## src/rtl/pcac_pkg.sv

```systemverilog
// shared types and constants for the alpha / chroma key pixel compositor
package pcac_pkg;

   // field widths
   localparam int PIXEL_W   = 32;
   localparam int CH_W      = 8;
   localparam int PROD_W    = 16;
   localparam int SUM_W     = 17;
   localparam int DIST_W    = 18;
   localparam int MODE_W    = 2;
   localparam int CSR_ADDR_W = 1;
   localparam int CSR_DATA_W = 18;
   localparam int NUM_CH    = 3;

   // constants of the arithmetic
   localparam logic [CH_W-1:0]   CH_MAX    = 8'hff;
   localparam logic [CH_W-1:0]   CH_ZERO   = 8'h00;
   localparam logic [DIST_W-1:0] SKIP_DIST = 18'd32;
   localparam logic [SUM_W-1:0]  ROUND     = 17'd256;

   // blend mode codes
   localparam logic [MODE_W-1:0] MODE_COPY   = 2'd0;
   localparam logic [MODE_W-1:0] MODE_ALPHA  = 2'd1;
   localparam logic [MODE_W-1:0] MODE_CHROMA = 2'd2;

   // register indexes
   localparam logic [CSR_ADDR_W-1:0] REG_MODE   = 1'b0;
   localparam logic [CSR_ADDR_W-1:0] REG_THRESH = 1'b1;

   // what the output stage does with a word
   typedef enum logic [1:0] {
      ACT_SKIP  = 2'd0,
      ACT_COPY  = 2'd1,
      ACT_BLEND = 2'd2
   } action_type;

   // configuration as seen by the datapath
   typedef struct packed {
      logic [MODE_W-1:0] mode;
      logic [DIST_W-1:0] threshold;
   } csr_type;

   // stage 1: squares and spill product
   typedef struct packed {
      logic [PIXEL_W-1:0] top;
      logic [PIXEL_W-1:0] bot;
      logic [PROD_W-1:0]  r_sq;
      logic [PROD_W-1:0]  g_sq;
      logic [PROD_W-1:0]  b_sq;
      logic [PROD_W-1:0]  spill;
   } dist_type;

   // stage 2: decision and blend source
   typedef struct packed {
      action_type         act;
      logic [PIXEL_W-1:0] src;
      logic [PIXEL_W-1:0] bot;
   } sel_type;

   // stage 3: blend products per channel
   typedef struct packed {
      action_type                     act;
      logic [PIXEL_W-1:0]             src;
      logic [PIXEL_W-1:0]             bot;
      logic [NUM_CH-1:0][PROD_W-1:0]  top_prod;
      logic [NUM_CH-1:0][PROD_W-1:0]  bot_prod;
   } prod_type;

endpackage

```

## src/rtl/pcac_dist.sv

```systemverilog
// stage 1: squared distance terms to pure green and the green spill product
module pcac_dist (
   input  logic                      clock,
   input  logic                      reset,
   input  logic                      in_valid,
   output logic                      in_ready,
   input  logic [pcac_pkg::PIXEL_W-1:0] top,
   input  logic [pcac_pkg::PIXEL_W-1:0] bot,
   output logic                      out_valid,
   input  logic                      out_ready,
   output pcac_pkg::dist_type        out_data
);

   logic               valid_ff;
   pcac_pkg::dist_type data_ff;
   pcac_pkg::dist_type data_in;
   logic [pcac_pkg::CH_W-1:0] red;
   logic [pcac_pkg::CH_W-1:0] green;
   logic [pcac_pkg::CH_W-1:0] blue;
   logic [pcac_pkg::CH_W-1:0] green_inv;

   // stage takes a word when empty or when its word moves on
   assign in_ready = !valid_ff || out_ready;

   // channel squares and spill product
   always_comb begin
      red       = top[23:16];
      green     = top[15:8];
      blue      = top[7:0];
      green_inv = pcac_pkg::CH_MAX - green;
      data_in.top   = top;
      data_in.bot   = bot;
      data_in.r_sq  = 16'(red) * 16'(red);
      data_in.g_sq  = 16'(green_inv) * 16'(green_inv);
      data_in.b_sq  = 16'(blue) * 16'(blue);
      data_in.spill = 16'(green_inv) * 16'(green);
   end

   // valid bit
   always_ff @(posedge clock) begin
      if (reset) begin
         valid_ff <= 1'b0;
      end else if (in_ready) begin
         valid_ff <= in_valid;
      end
   end

   // payload
   always_ff @(posedge clock) begin
      if (in_ready && in_valid) begin
         data_ff <= data_in;
      end
   end

   assign out_valid = valid_ff;
   assign out_data  = data_ff;

endmodule

```

## src/rtl/pcac_select.sv

```systemverilog
// stage 2: distance sum, mode decision and blend source pixel
module pcac_select (
   input  logic                clock,
   input  logic                reset,
   input  pcac_pkg::csr_type   csr,
   input  logic                in_valid,
   output logic                in_ready,
   input  pcac_pkg::dist_type  in_data,
   output logic                out_valid,
   input  logic                out_ready,
   output pcac_pkg::sel_type   out_data
);

   logic              valid_ff;
   pcac_pkg::sel_type data_ff;
   pcac_pkg::sel_type data_in;
   logic [pcac_pkg::DIST_W-1:0] key_dist;
   logic [pcac_pkg::SUM_W-1:0]  spill_sum;
   logic [pcac_pkg::CH_W-1:0]   new_green;
   logic [pcac_pkg::CH_W-1:0]   key_alpha;
   logic [pcac_pkg::CH_W-1:0]   top_alpha;

   assign in_ready = !valid_ff || out_ready;

   // decide skip, copy or blend
   always_comb begin
      key_dist  = 18'(in_data.r_sq) + 18'(in_data.g_sq) + 18'(in_data.b_sq);
      spill_sum = 17'(in_data.spill) + pcac_pkg::ROUND;
      new_green = spill_sum[15:8];
      key_alpha = pcac_pkg::CH_MAX - in_data.top[15:8];
      top_alpha = in_data.top[31:24];
      data_in.bot = in_data.bot;
      data_in.src = in_data.top;
      data_in.act = pcac_pkg::ACT_COPY;
      case (csr.mode)
         pcac_pkg::MODE_ALPHA: begin
            if (top_alpha == pcac_pkg::CH_MAX) begin
               data_in.act = pcac_pkg::ACT_COPY;
            end else if (top_alpha != pcac_pkg::CH_ZERO) begin
               data_in.act = pcac_pkg::ACT_BLEND;
            end else begin
               data_in.act = pcac_pkg::ACT_SKIP;
            end
         end
         pcac_pkg::MODE_CHROMA: begin
            if (key_dist < pcac_pkg::SKIP_DIST) begin
               data_in.act = pcac_pkg::ACT_SKIP;
            end else if (key_dist > csr.threshold) begin
               data_in.act = pcac_pkg::ACT_COPY;
            end else begin
               // translucent key pixel with green spill pulled down
               data_in.act = pcac_pkg::ACT_BLEND;
               data_in.src = {key_alpha, in_data.top[23:16], new_green, in_data.top[7:0]};
            end
         end
         default: begin
            data_in.act = pcac_pkg::ACT_COPY;
         end
      endcase
   end

   always_ff @(posedge clock) begin
      if (reset) begin
         valid_ff <= 1'b0;
      end else if (in_ready) begin
         valid_ff <= in_valid;
      end
   end

   always_ff @(posedge clock) begin
      if (in_ready && in_valid) begin
         data_ff <= data_in;
      end
   end

   assign out_valid = valid_ff;
   assign out_data  = data_ff;

endmodule

```

## src/rtl/pcac_mult.sv

```systemverilog
// stage 3: per-channel blend products of source and destination
module pcac_mult (
   input  logic               clock,
   input  logic               reset,
   input  logic               in_valid,
   output logic               in_ready,
   input  pcac_pkg::sel_type  in_data,
   output logic               out_valid,
   input  logic               out_ready,
   output pcac_pkg::prod_type out_data
);

   logic               valid_ff;
   pcac_pkg::prod_type data_ff;
   pcac_pkg::prod_type data_in;
   logic [pcac_pkg::CH_W-1:0] alpha;
   logic [pcac_pkg::CH_W-1:0] alpha_inv;

   assign in_ready = !valid_ff || out_ready;

   // a*t and (255-a)*b for each color lane
   always_comb begin
      alpha     = in_data.src[31:24];
      alpha_inv = pcac_pkg::CH_MAX - alpha;
      data_in.act = in_data.act;
      data_in.src = in_data.src;
      data_in.bot = in_data.bot;
      for (int i = 0; i < pcac_pkg::NUM_CH; i++) begin
         data_in.top_prod[i] = 16'(alpha) * 16'(in_data.src[i*pcac_pkg::CH_W +: pcac_pkg::CH_W]);
         data_in.bot_prod[i] = 16'(alpha_inv) *
                               16'(in_data.bot[i*pcac_pkg::CH_W +: pcac_pkg::CH_W]);
      end
   end

   always_ff @(posedge clock) begin
      if (reset) begin
         valid_ff <= 1'b0;
      end else if (in_ready) begin
         valid_ff <= in_valid;
      end
   end

   always_ff @(posedge clock) begin
      if (in_ready && in_valid) begin
         data_ff <= data_in;
      end
   end

   assign out_valid = valid_ff;
   assign out_data  = data_ff;

endmodule

```

## src/rtl/pcac_out.sv

```systemverilog
// stage 4: rounded channel sums, result selection and output register
module pcac_out (
   input  logic                         clock,
   input  logic                         reset,
   input  logic                         in_valid,
   output logic                         in_ready,
   input  pcac_pkg::prod_type           in_data,
   output logic                         out_valid,
   input  logic                         out_ready,
   output logic [pcac_pkg::PIXEL_W-1:0] out_pixel,
   output logic                         out_write
);

   logic                         valid_ff;
   logic [pcac_pkg::PIXEL_W-1:0] pixel_ff;
   logic [pcac_pkg::PIXEL_W-1:0] pixel_in;
   logic                         write_ff;
   logic                         write_in;
   logic [pcac_pkg::NUM_CH-1:0][pcac_pkg::SUM_W-1:0] sum;
   logic [pcac_pkg::PIXEL_W-1:0] blended;

   assign in_ready = !valid_ff || out_ready;

   // round, drop the low byte and pick the result
   always_comb begin
      blended = {pcac_pkg::CH_MAX, 24'h000000};
      for (int i = 0; i < pcac_pkg::NUM_CH; i++) begin
         sum[i] = 17'(in_data.top_prod[i]) + 17'(in_data.bot_prod[i]) + pcac_pkg::ROUND;
         blended[i*pcac_pkg::CH_W +: pcac_pkg::CH_W] = sum[i][15:8];
      end
      case (in_data.act)
         pcac_pkg::ACT_BLEND: begin
            pixel_in = blended;
            write_in = 1'b1;
         end
         pcac_pkg::ACT_COPY: begin
            pixel_in = in_data.src;
            write_in = 1'b1;
         end
         default: begin
            pixel_in = in_data.bot;
            write_in = 1'b0;
         end
      endcase
   end

   always_ff @(posedge clock) begin
      if (reset) begin
         valid_ff <= 1'b0;
      end else if (in_ready) begin
         valid_ff <= in_valid;
      end
   end

   always_ff @(posedge clock) begin
      if (in_ready && in_valid) begin
         pixel_ff <= pixel_in;
         write_ff <= write_in;
      end
   end

   assign out_valid = valid_ff;
   assign out_pixel = pixel_ff;
   assign out_write = write_ff;

endmodule

```

## src/rtl/pixel_compositor_alpha_chroma_top.sv

```systemverilog
// top level of the alpha blend and green chroma key pixel compositor
// Takes one top/bottom ARGB pixel pair per clock while req_tready is high and
// returns one result word per pair. The work runs through four register stages
// (distance squares, mode decision, blend multiplies, rounded sums into the output
// register), each with its own valid bit, so a pair can enter every cycle and a
// stalled result side only holds the stages that are full; empty stages behind it
// keep taking words. Mode and threshold are read straight from the registers, so
// write them only while no word is in flight.
module pixel_compositor_alpha_chroma_top (
   input  logic                            clock,
   input  logic                            reset,
   // input words
   input  logic                            req_tvalid,
   output logic                            req_tready,
   input  logic [2*pcac_pkg::PIXEL_W-1:0]  req_tdata,   // bottom_pixel, top_pixel
   // result words
   output logic                            rsp_tvalid,
   input  logic                            rsp_tready,
   output logic [pcac_pkg::PIXEL_W-1:0]    rsp_tdata,   // result_pixel
   output logic                            rsp_tuser,   // write_enable
   // register writes
   input  logic                            csr_we,
   input  logic [pcac_pkg::CSR_ADDR_W-1:0] csr_addr,
   input  logic [pcac_pkg::CSR_DATA_W-1:0] csr_wdata
);

   logic [pcac_pkg::MODE_W-1:0] mode_ff;
   logic [pcac_pkg::DIST_W-1:0] thresh_ff;
   pcac_pkg::csr_type           csr;

   logic               s1_valid, s1_ready;
   pcac_pkg::dist_type s1_data;
   logic               s2_valid, s2_ready;
   pcac_pkg::sel_type  s2_data;
   logic               s3_valid, s3_ready;
   pcac_pkg::prod_type s3_data;

   // configuration registers
   always_ff @(posedge clock) begin
      if (reset) begin
         mode_ff   <= pcac_pkg::MODE_COPY;
         thresh_ff <= '0;
      end else if (csr_we) begin
         case (csr_addr)
            pcac_pkg::REG_MODE:   mode_ff   <= csr_wdata[pcac_pkg::MODE_W-1:0];
            pcac_pkg::REG_THRESH: thresh_ff <= csr_wdata[pcac_pkg::DIST_W-1:0];
            default: ;
         endcase
      end
   end

   assign csr.mode      = mode_ff;
   assign csr.threshold = thresh_ff;

   // pipeline stages
   pcac_dist u_dist (
      .clock     (clock),
      .reset     (reset),
      .in_valid  (req_tvalid),
      .in_ready  (req_tready),
      .top       (req_tdata[pcac_pkg::PIXEL_W-1:0]),
      .bot       (req_tdata[2*pcac_pkg::PIXEL_W-1:pcac_pkg::PIXEL_W]),
      .out_valid (s1_valid),
      .out_ready (s1_ready),
      .out_data  (s1_data)
   );

   pcac_select u_select (
      .clock     (clock),
      .reset     (reset),
      .csr       (csr),
      .in_valid  (s1_valid),
      .in_ready  (s1_ready),
      .in_data   (s1_data),
      .out_valid (s2_valid),
      .out_ready (s2_ready),
      .out_data  (s2_data)
   );

   pcac_mult u_mult (
      .clock     (clock),
      .reset     (reset),
      .in_valid  (s2_valid),
      .in_ready  (s2_ready),
      .in_data   (s2_data),
      .out_valid (s3_valid),
      .out_ready (s3_ready),
      .out_data  (s3_data)
   );

   pcac_out u_out (
      .clock     (clock),
      .reset     (reset),
      .in_valid  (s3_valid),
      .in_ready  (s3_ready),
      .in_data   (s3_data),
      .out_valid (rsp_tvalid),
      .out_ready (rsp_tready),
      .out_pixel (rsp_tdata),
      .out_write (rsp_tuser)
   );

   // an empty first stage always takes a word
   a_empty_takes: assert property (@(posedge clock) disable iff (reset)
      !s1_valid |-> req_tready)
      else $error("input stalled with empty first stage");

   // input stalls only when every stage holds a word
   a_stall_full: assert property (@(posedge clock) disable iff (reset)
      !req_tready |-> (s1_valid && s2_valid && s3_valid && rsp_tvalid && !rsp_tready))
      else $error("input stalled with a bubble in the pipeline");

   // a skipped word never carries a blended or copied action into the output
   a_skip_flag: assert property (@(posedge clock) disable iff (reset)
      (s3_valid && s3_ready && s3_data.act == pcac_pkg::ACT_SKIP) |=> !rsp_tuser)
      else $error("skipped word flagged as written");

endmodule
```

## config.mk

```make
export PLATFORM = sky130hd
export DESIGN_NAME = pixel_compositor_alpha_chroma_top
export DESIGN_NICKNAME = d
export VERILOG_FILES = /design/src/rtl/pcac_pkg.sv /design/src/rtl/pcac_dist.sv /design/src/rtl/pcac_select.sv /design/src/rtl/pcac_mult.sv /design/src/rtl/pcac_out.sv /design/src/rtl/pixel_compositor_alpha_chroma_top.sv
export SDC_FILE = /design/constraint.sdc
export NUM_CORES = 2
export LEC_CHECK = 0
export ABC_AREA = 1
export BUFFER_PORTS_ARGS = -buffer_cell sky130_fd_sc_hd__buf_2
export CELL_PAD_IN_SITES_DETAIL_PLACEMENT = 1
export CELL_PAD_IN_SITES_GLOBAL_PLACEMENT = 1
export CORE_MARGIN = 5
export CORE_UTILIZATION = 47
export CTS_BUF_LIST = sky130_fd_sc_hd__clkbuf_2
export DETAILED_ROUTE_END_ITERATION = 12
export GPL_ROUTABILITY_DRIVEN = 0
export GPL_TIMING_DRIVEN = 0
export PLACE_DENSITY = 0.89
export REMOVE_ABC_BUFFERS = 1
export SETUP_SLACK_MARGIN = 0.5
export SLEW_MARGIN = 20
export SYNTH_ARGS = -nofsm -noshare
export SYNTH_HDL_FRONTEND = slang
export SYNTH_SLANG_ARGS = --single-unit
```

## constraint.sdc

```tcl
create_clock -name clock -period 7 [get_ports clock]
set_input_delay 1.75 -clock clock [delete_from_list [all_inputs] [get_ports clock]]
set_output_delay 1.75 -clock clock [all_outputs]
set_load 0.03 [all_outputs]
```

# After elaboration in Yosys (flattened, before gate mapping)
# Cells that the tools add are included.
# totals
wordCells,82
regBits,413
inputBits,88
out_inout_bits,35
# op_classes
eq_ne,5
n_mux,10
add_sub_neg,12
mul,10
reduce_logical,16
n_bitwise,1
order_cmp,2
# op_table
operator,n
$mul A8 B8 Y16,10
$mux W32,3
$add A16 B9 Y16 const B,4
$pmux W32 S2,1
$add A16 B16 Y16,3
$sub A8 B8 Y8 const A,3
$add A18 B16 Y18,1
$gt A18 B18 Y1,1
$lt A18 B6 Y1 const B,1
$add A16 B16 Y17,1
$eq A8 B8 Y1 const B,1
$mux W2,4
$reduce_bool A8 Y1,1
$eq A2 B1 Y1 const B,2
$eq A2 B2 Y1 const B,2
$logic_and A1 B1 Y1,4
$logic_not A1 Y1,4
$logic_or A1 B1 Y1,4
$pmux W2 S2,1
$reduce_and A2 Y1,2
$reduce_or A2 Y1,1
$mux W1,1
$not A1 Y1,1

# Longest topological paths before layout
# logic_depth
ltp_word,6
depth_mapped,33
mapped_depth_nobuf,32

# By module
# From an unflattened synthesis, not the netlist that was laid out.
# unflattened
cells_unflattened,4895
area_unflattened_um2,40301.2
# by_module_without_submodules
module,cells_each,area_per_inst_um2,n_inst,seq_area_each_um2
pcac_mult,2289,18821.8,1,4884.7
pcac_dist,1304,11547.3,1,3683.5
pcac_out,720,4662.0,1,1011.0
pcac_select,486,4511.8,1,2001.9
pixel_compositor_alpha_chroma_top,96,758.2,1,400.4

# Least setup slack after synthesis
# No wires, ideal clock.
# synth_timing
path_kind,input -> register
startpoint,in rsp_tready
endpoint,reg u_dist.data_ff (netlist bit u_dist.out_data[100]) (enable)
t_required_ps,6407
arrival_time_ps,6933
n_path_buf,0
path_slack_ps,-525
path_stages,8
setup_ps,593
cell_sequence,nor2_1 inv_1 nor2_1 inv_1 nor2_1 inv_1 nor2_1 nor2_1
# synth_between
elab_chain_cells,5
# synth_lines
item,line,text
"start, declared",pixel_compositor_alpha_chroma_top.sv:18,"input logic rsp_tready,"
$logic_or A1 B1 Y1,pcac_out.sv:22,assign in_ready = !valid_ff || out_ready;
$logic_or A1 B1 Y1,pcac_mult.sv:19,assign in_ready = !valid_ff || out_ready;
$logic_or A1 B1 Y1,pcac_select.sv:23,assign in_ready = !valid_ff || out_ready;
$logic_or A1 B1 Y1,pcac_dist.sv:23,assign in_ready = !valid_ff || out_ready;
$logic_and A1 B1 Y1,pcac_dist.sv:50,if (in_ready && in_valid) begin
"end signal, assigned",pcac_dist.sv:51,data_ff <= data_in;
"end, declared",pcac_dist.sv:15,pcac_pkg::dist_type data_ff;
# No other way between the ends.
# A chain may end at the register's enable or synchronous reset.

==> impl_results.md <==
- Area of the multi-input gates: 20,900 um^2
- Sequential power share: 0.212
- Vias in the first global route: between 30,000 and 40,000
- Period utilisation layout: 0.895
- # clock sinks: 400
- Global-route wire length before repair: around 180,000 um
- Peak supply drop: 0.348 mV
- Worst EP required: 7.97 ns
- Period minus WS final: 6.27 ns
- First drt pass iteration count: 12
- Die X: 287 um
- Max FO, Critical Path: 16
- Cell variety after synth: 50
- Max_cap viols: 0
- Root buf cell: clkbuf_2
- # IOs: 123
- Storage cell area: 11,800 um^2
- Clk slew on worst S/H paths: around 0.13 ns
- Critical Path Start: u_select.out_data[60]$_DFFE_PP_
- Htree depth: 3
- Cell taking the most area after synthesis: edfxtp_1
- Post-DP HPWL: 82,900 um
- Worst setup EP type: flip-flop
- Top cells by area, synth: edfxtp_1 31%, fa_1 18%, ha_1 17%, inv_1 8.3%, nand2_1 7.2%
- Final wirelength: 116,000 um
- Endpoints failing setup: 0
- # hold bufs at CTS: 0
- Max incr delay on CP: approximately 0.8 ns
- Die Area: 82,300 um^2
- Initial antenna violation count: 4
- # DRC: 1
- Worst Path Buf+Inv: 5
- GRT Overall Usage: 0.280
- Min-delay worst type: reg -> reg
- Number of synthesized flops with an enable pin: 376
- Crit path kind: reg -> reg
- Synth Instances: 3,825
- R2R Path Start: u_select.out_data[60]$_DFFE_PP_
- Yosys warns: 0
- CP startpoint kind: flip-flop
- CP max-delay cell: edfxtp_1
- Failing checks: design-rule violations
- Setup slack, reg-to-reg: 0.73 ns
- Layout Utilization: 0.515
- Synthesis-to-finish area growth: 8.51%
- Actual slew at the worst max-slew pin: about 0.98 ns
- Pwr dens: around 430 nW/um^2
- Async S/R FF share, synth: 0
- Vias per inst: around 5.6
- Grt total ovfl: 0
- Main synth FF type: edfxtp_1
- Antenna viol nets, final: 0
- Logic pwr share: 0.679
- Reported net switching power: 8.68 mW
- Final hold vios: 0
- Ordered cell list for the critical path: buf_16 > clkinvlp_4 > nand2_1 > fa_1 > fa_1 > inv_1 > fa_1 > inv_1 > fa_1 > inv_1 > ha_1 > a21oi_1 > o21ai_0 > a21oi_1 > nor2_1 > o21ai_0 > nand2_1 > nand2_1 > nand2_1 > a21oi_1 > xnor2_1
- Switching part of the total: 0.520
- Sequential fraction of the synthesis area: 0.327
- Count of pins over their slew limit: 0
- Die Y: 287 um
- Initial Util: 0.475
- Fin Setup TNS: 0 ns
- Leak Pwr: slightly above 20 nW
- # fillers: 8,723
- Placeable Area: 75,900 um^2
- Min-delay src: u_dist.out_data[82]$_DFFE_PP_
- I/O Buffers: 122
- Crit path DAT: between 7 and 8 ns
- CTS tree: yes
- RSZ-0062 raised after global routing: false
- Max transition margin: 0.343
- Pint: between 8 and 9 mW
- Avg Inst Size Synth: 9.43 um^2
- Synth Register Bits: 400
- Fmax: roughly 160 MHz
- Worst path top cell family by delay: adder cells
- Synthesized area: between 30,000 and 40,000 um^2
- Cell Rows: 101
- Drt initial violations: between 2,000 and 2,500
- Clk buf depth: 3
- Outcome: finished, violations left
- Worst-Skew Late Latency: 1.23 ns
- Clk network pwr share: 0.109
- Top-area cell type share of the netlist area: 0.313
- Layout cells sized above 1: 0.0878
- Nets: 4,874
- Pin count of the biggest net entering global routing: 98
- Num CTS Buffers: 107
- Routed WL per cell: 22.9 um
- Clock Skew: 0.133 ns
- DR vias: ~29,000
[power groups by stage]
stage | clock network, mW | logic [mW] | registers [mW]
2_1_floorplan | 0 | 7.43 | 3.50
3_3_place_gp | 0 | 9.28 | 3.63
3_5_place_dp | 0 | 10.5 | 3.57
4_1_cts | 1.84 | 11.1 | 3.53
5_1_grt | 1.97 | 12.4 | 3.55
6_report | 1.81 | 11.3 | 3.54
[final cells by class]
class                           count  area share
Antenna cell                        1   0.0000640
Clock buffer                      147      0.0188
Clock inverter                     44     0.00675
Inverter                          798      0.0769
Multi-Input combinational cell   2518       0.533
Sequential cell                   400       0.301
Tap cell                         1030      0.0329
Timing Repair Buffer              149      0.0303
[repair_timing]
action,CTS,global route
gates resized for setup,0,1
buffers inserted,0,0
setup endpoints to repair,0,2
[worst reg2reg max path, delay by kind of cell, from the launching register on]
family          cells  cell delay, ns
simple gates        5            0.67
flops               1            0.80
xor+xnor            1            0.12
fa+ha+maj           5            2.37
buf+inv             5            0.89
compound gates      5            1.22
[worst paths after layout]
kind,to,cells after the start
max,u_mult.out_data[14]$_DFFE_PP_,21
min,u_select.out_data[18]$_DFFE_PP_,0
max reg2reg,u_mult.out_data[14]$_DFFE_PP_,21
min reg2reg,u_select.out_data[18]$_DFFE_PP_,0
[registers in the layout, summed over array words and instances, names as in the netlist]
signal,cells
u_mult.out_data,162
u_dist.out_data,115
u_select.out_data,66
u_out.out_pixel,32
thresh_ff,18
mode_ff,2
u_dist.out_valid,1
u_mult.out_valid,1
u_out.out_valid,1
u_out.out_write,1
u_select.out_valid,1
[cell usage after synthesis (all sizes together) (50+ instances only)]
| master | number |
|---|---|
| nand2 | 695 |
| inv | 794 |
| nand3 | 81 |
| xor2 | 113 |
| clkbuf | 97 |
| a21oi | 230 |
| nor2 | 324 |
| xnor2 | 50 |
| fa | 321 |
| o21ai | 66 |
| edfxtp | 376 |
| ha | 491 |
[cell usage in the layout, fill, tap and decap left out, drive strengths merged, types with 3 or more instances in the layout]
master / count
xor2: 113
a31oi: 3
ha: 491
o21ai: 66
nor2: 324
or2: 9
nand2: 695
nand3b: 14
dfxtp: 24
nor3: 11
fa: 321
nand3: 81
bufinv: 3
o2111ai: 4
xnor2: 50
nor4: 3
buf: 149
clkbuf: 147
a31o: 4
a21boi: 12
a21oi: 230
a211oi: 23
o21bai: 12
a21o: 9
nand4: 32
edfxtp: 376
clkinv: 42
and3: 3
inv: 795
[per-stage QoR]
step                      area [um^2]  instances  total power, mW  setup slack, ns  hold slack (ns)
after global placement          37500       4868             12.9            -3.16            0.400
after detailed placement        38100       4895             14.1            0.246            0.406
after CTS                       39100       5086             16.5            0.757            0.346
after global routing            39100       5087             17.9            0.609            0.361
final                           39100       5087             16.7            0.732            0.318
after floorplan                 35600       3716             10.9           -0.525            0.400
[per-layer routing]
metal  vias up  share of wire  track usage
met5         -        0.00026            0
met4         4          0.069        0.175
met3       545          0.064       0.0485
met2      1383           0.51        0.499
met1     14300           0.36        0.311
li1      12500              -            -
[cells by family after synthesis]
logic type / synth area share
DFF: 0.327
AOI/OAI and AO/OA: 0.0570
adders and majority gates: 0.349
buffers and inverters: 0.0954
xor gates and xnor gates: 0.0396
and+or+nand+nor: 0.133
No activity file was read; power rests on OpenSTA's default activity.
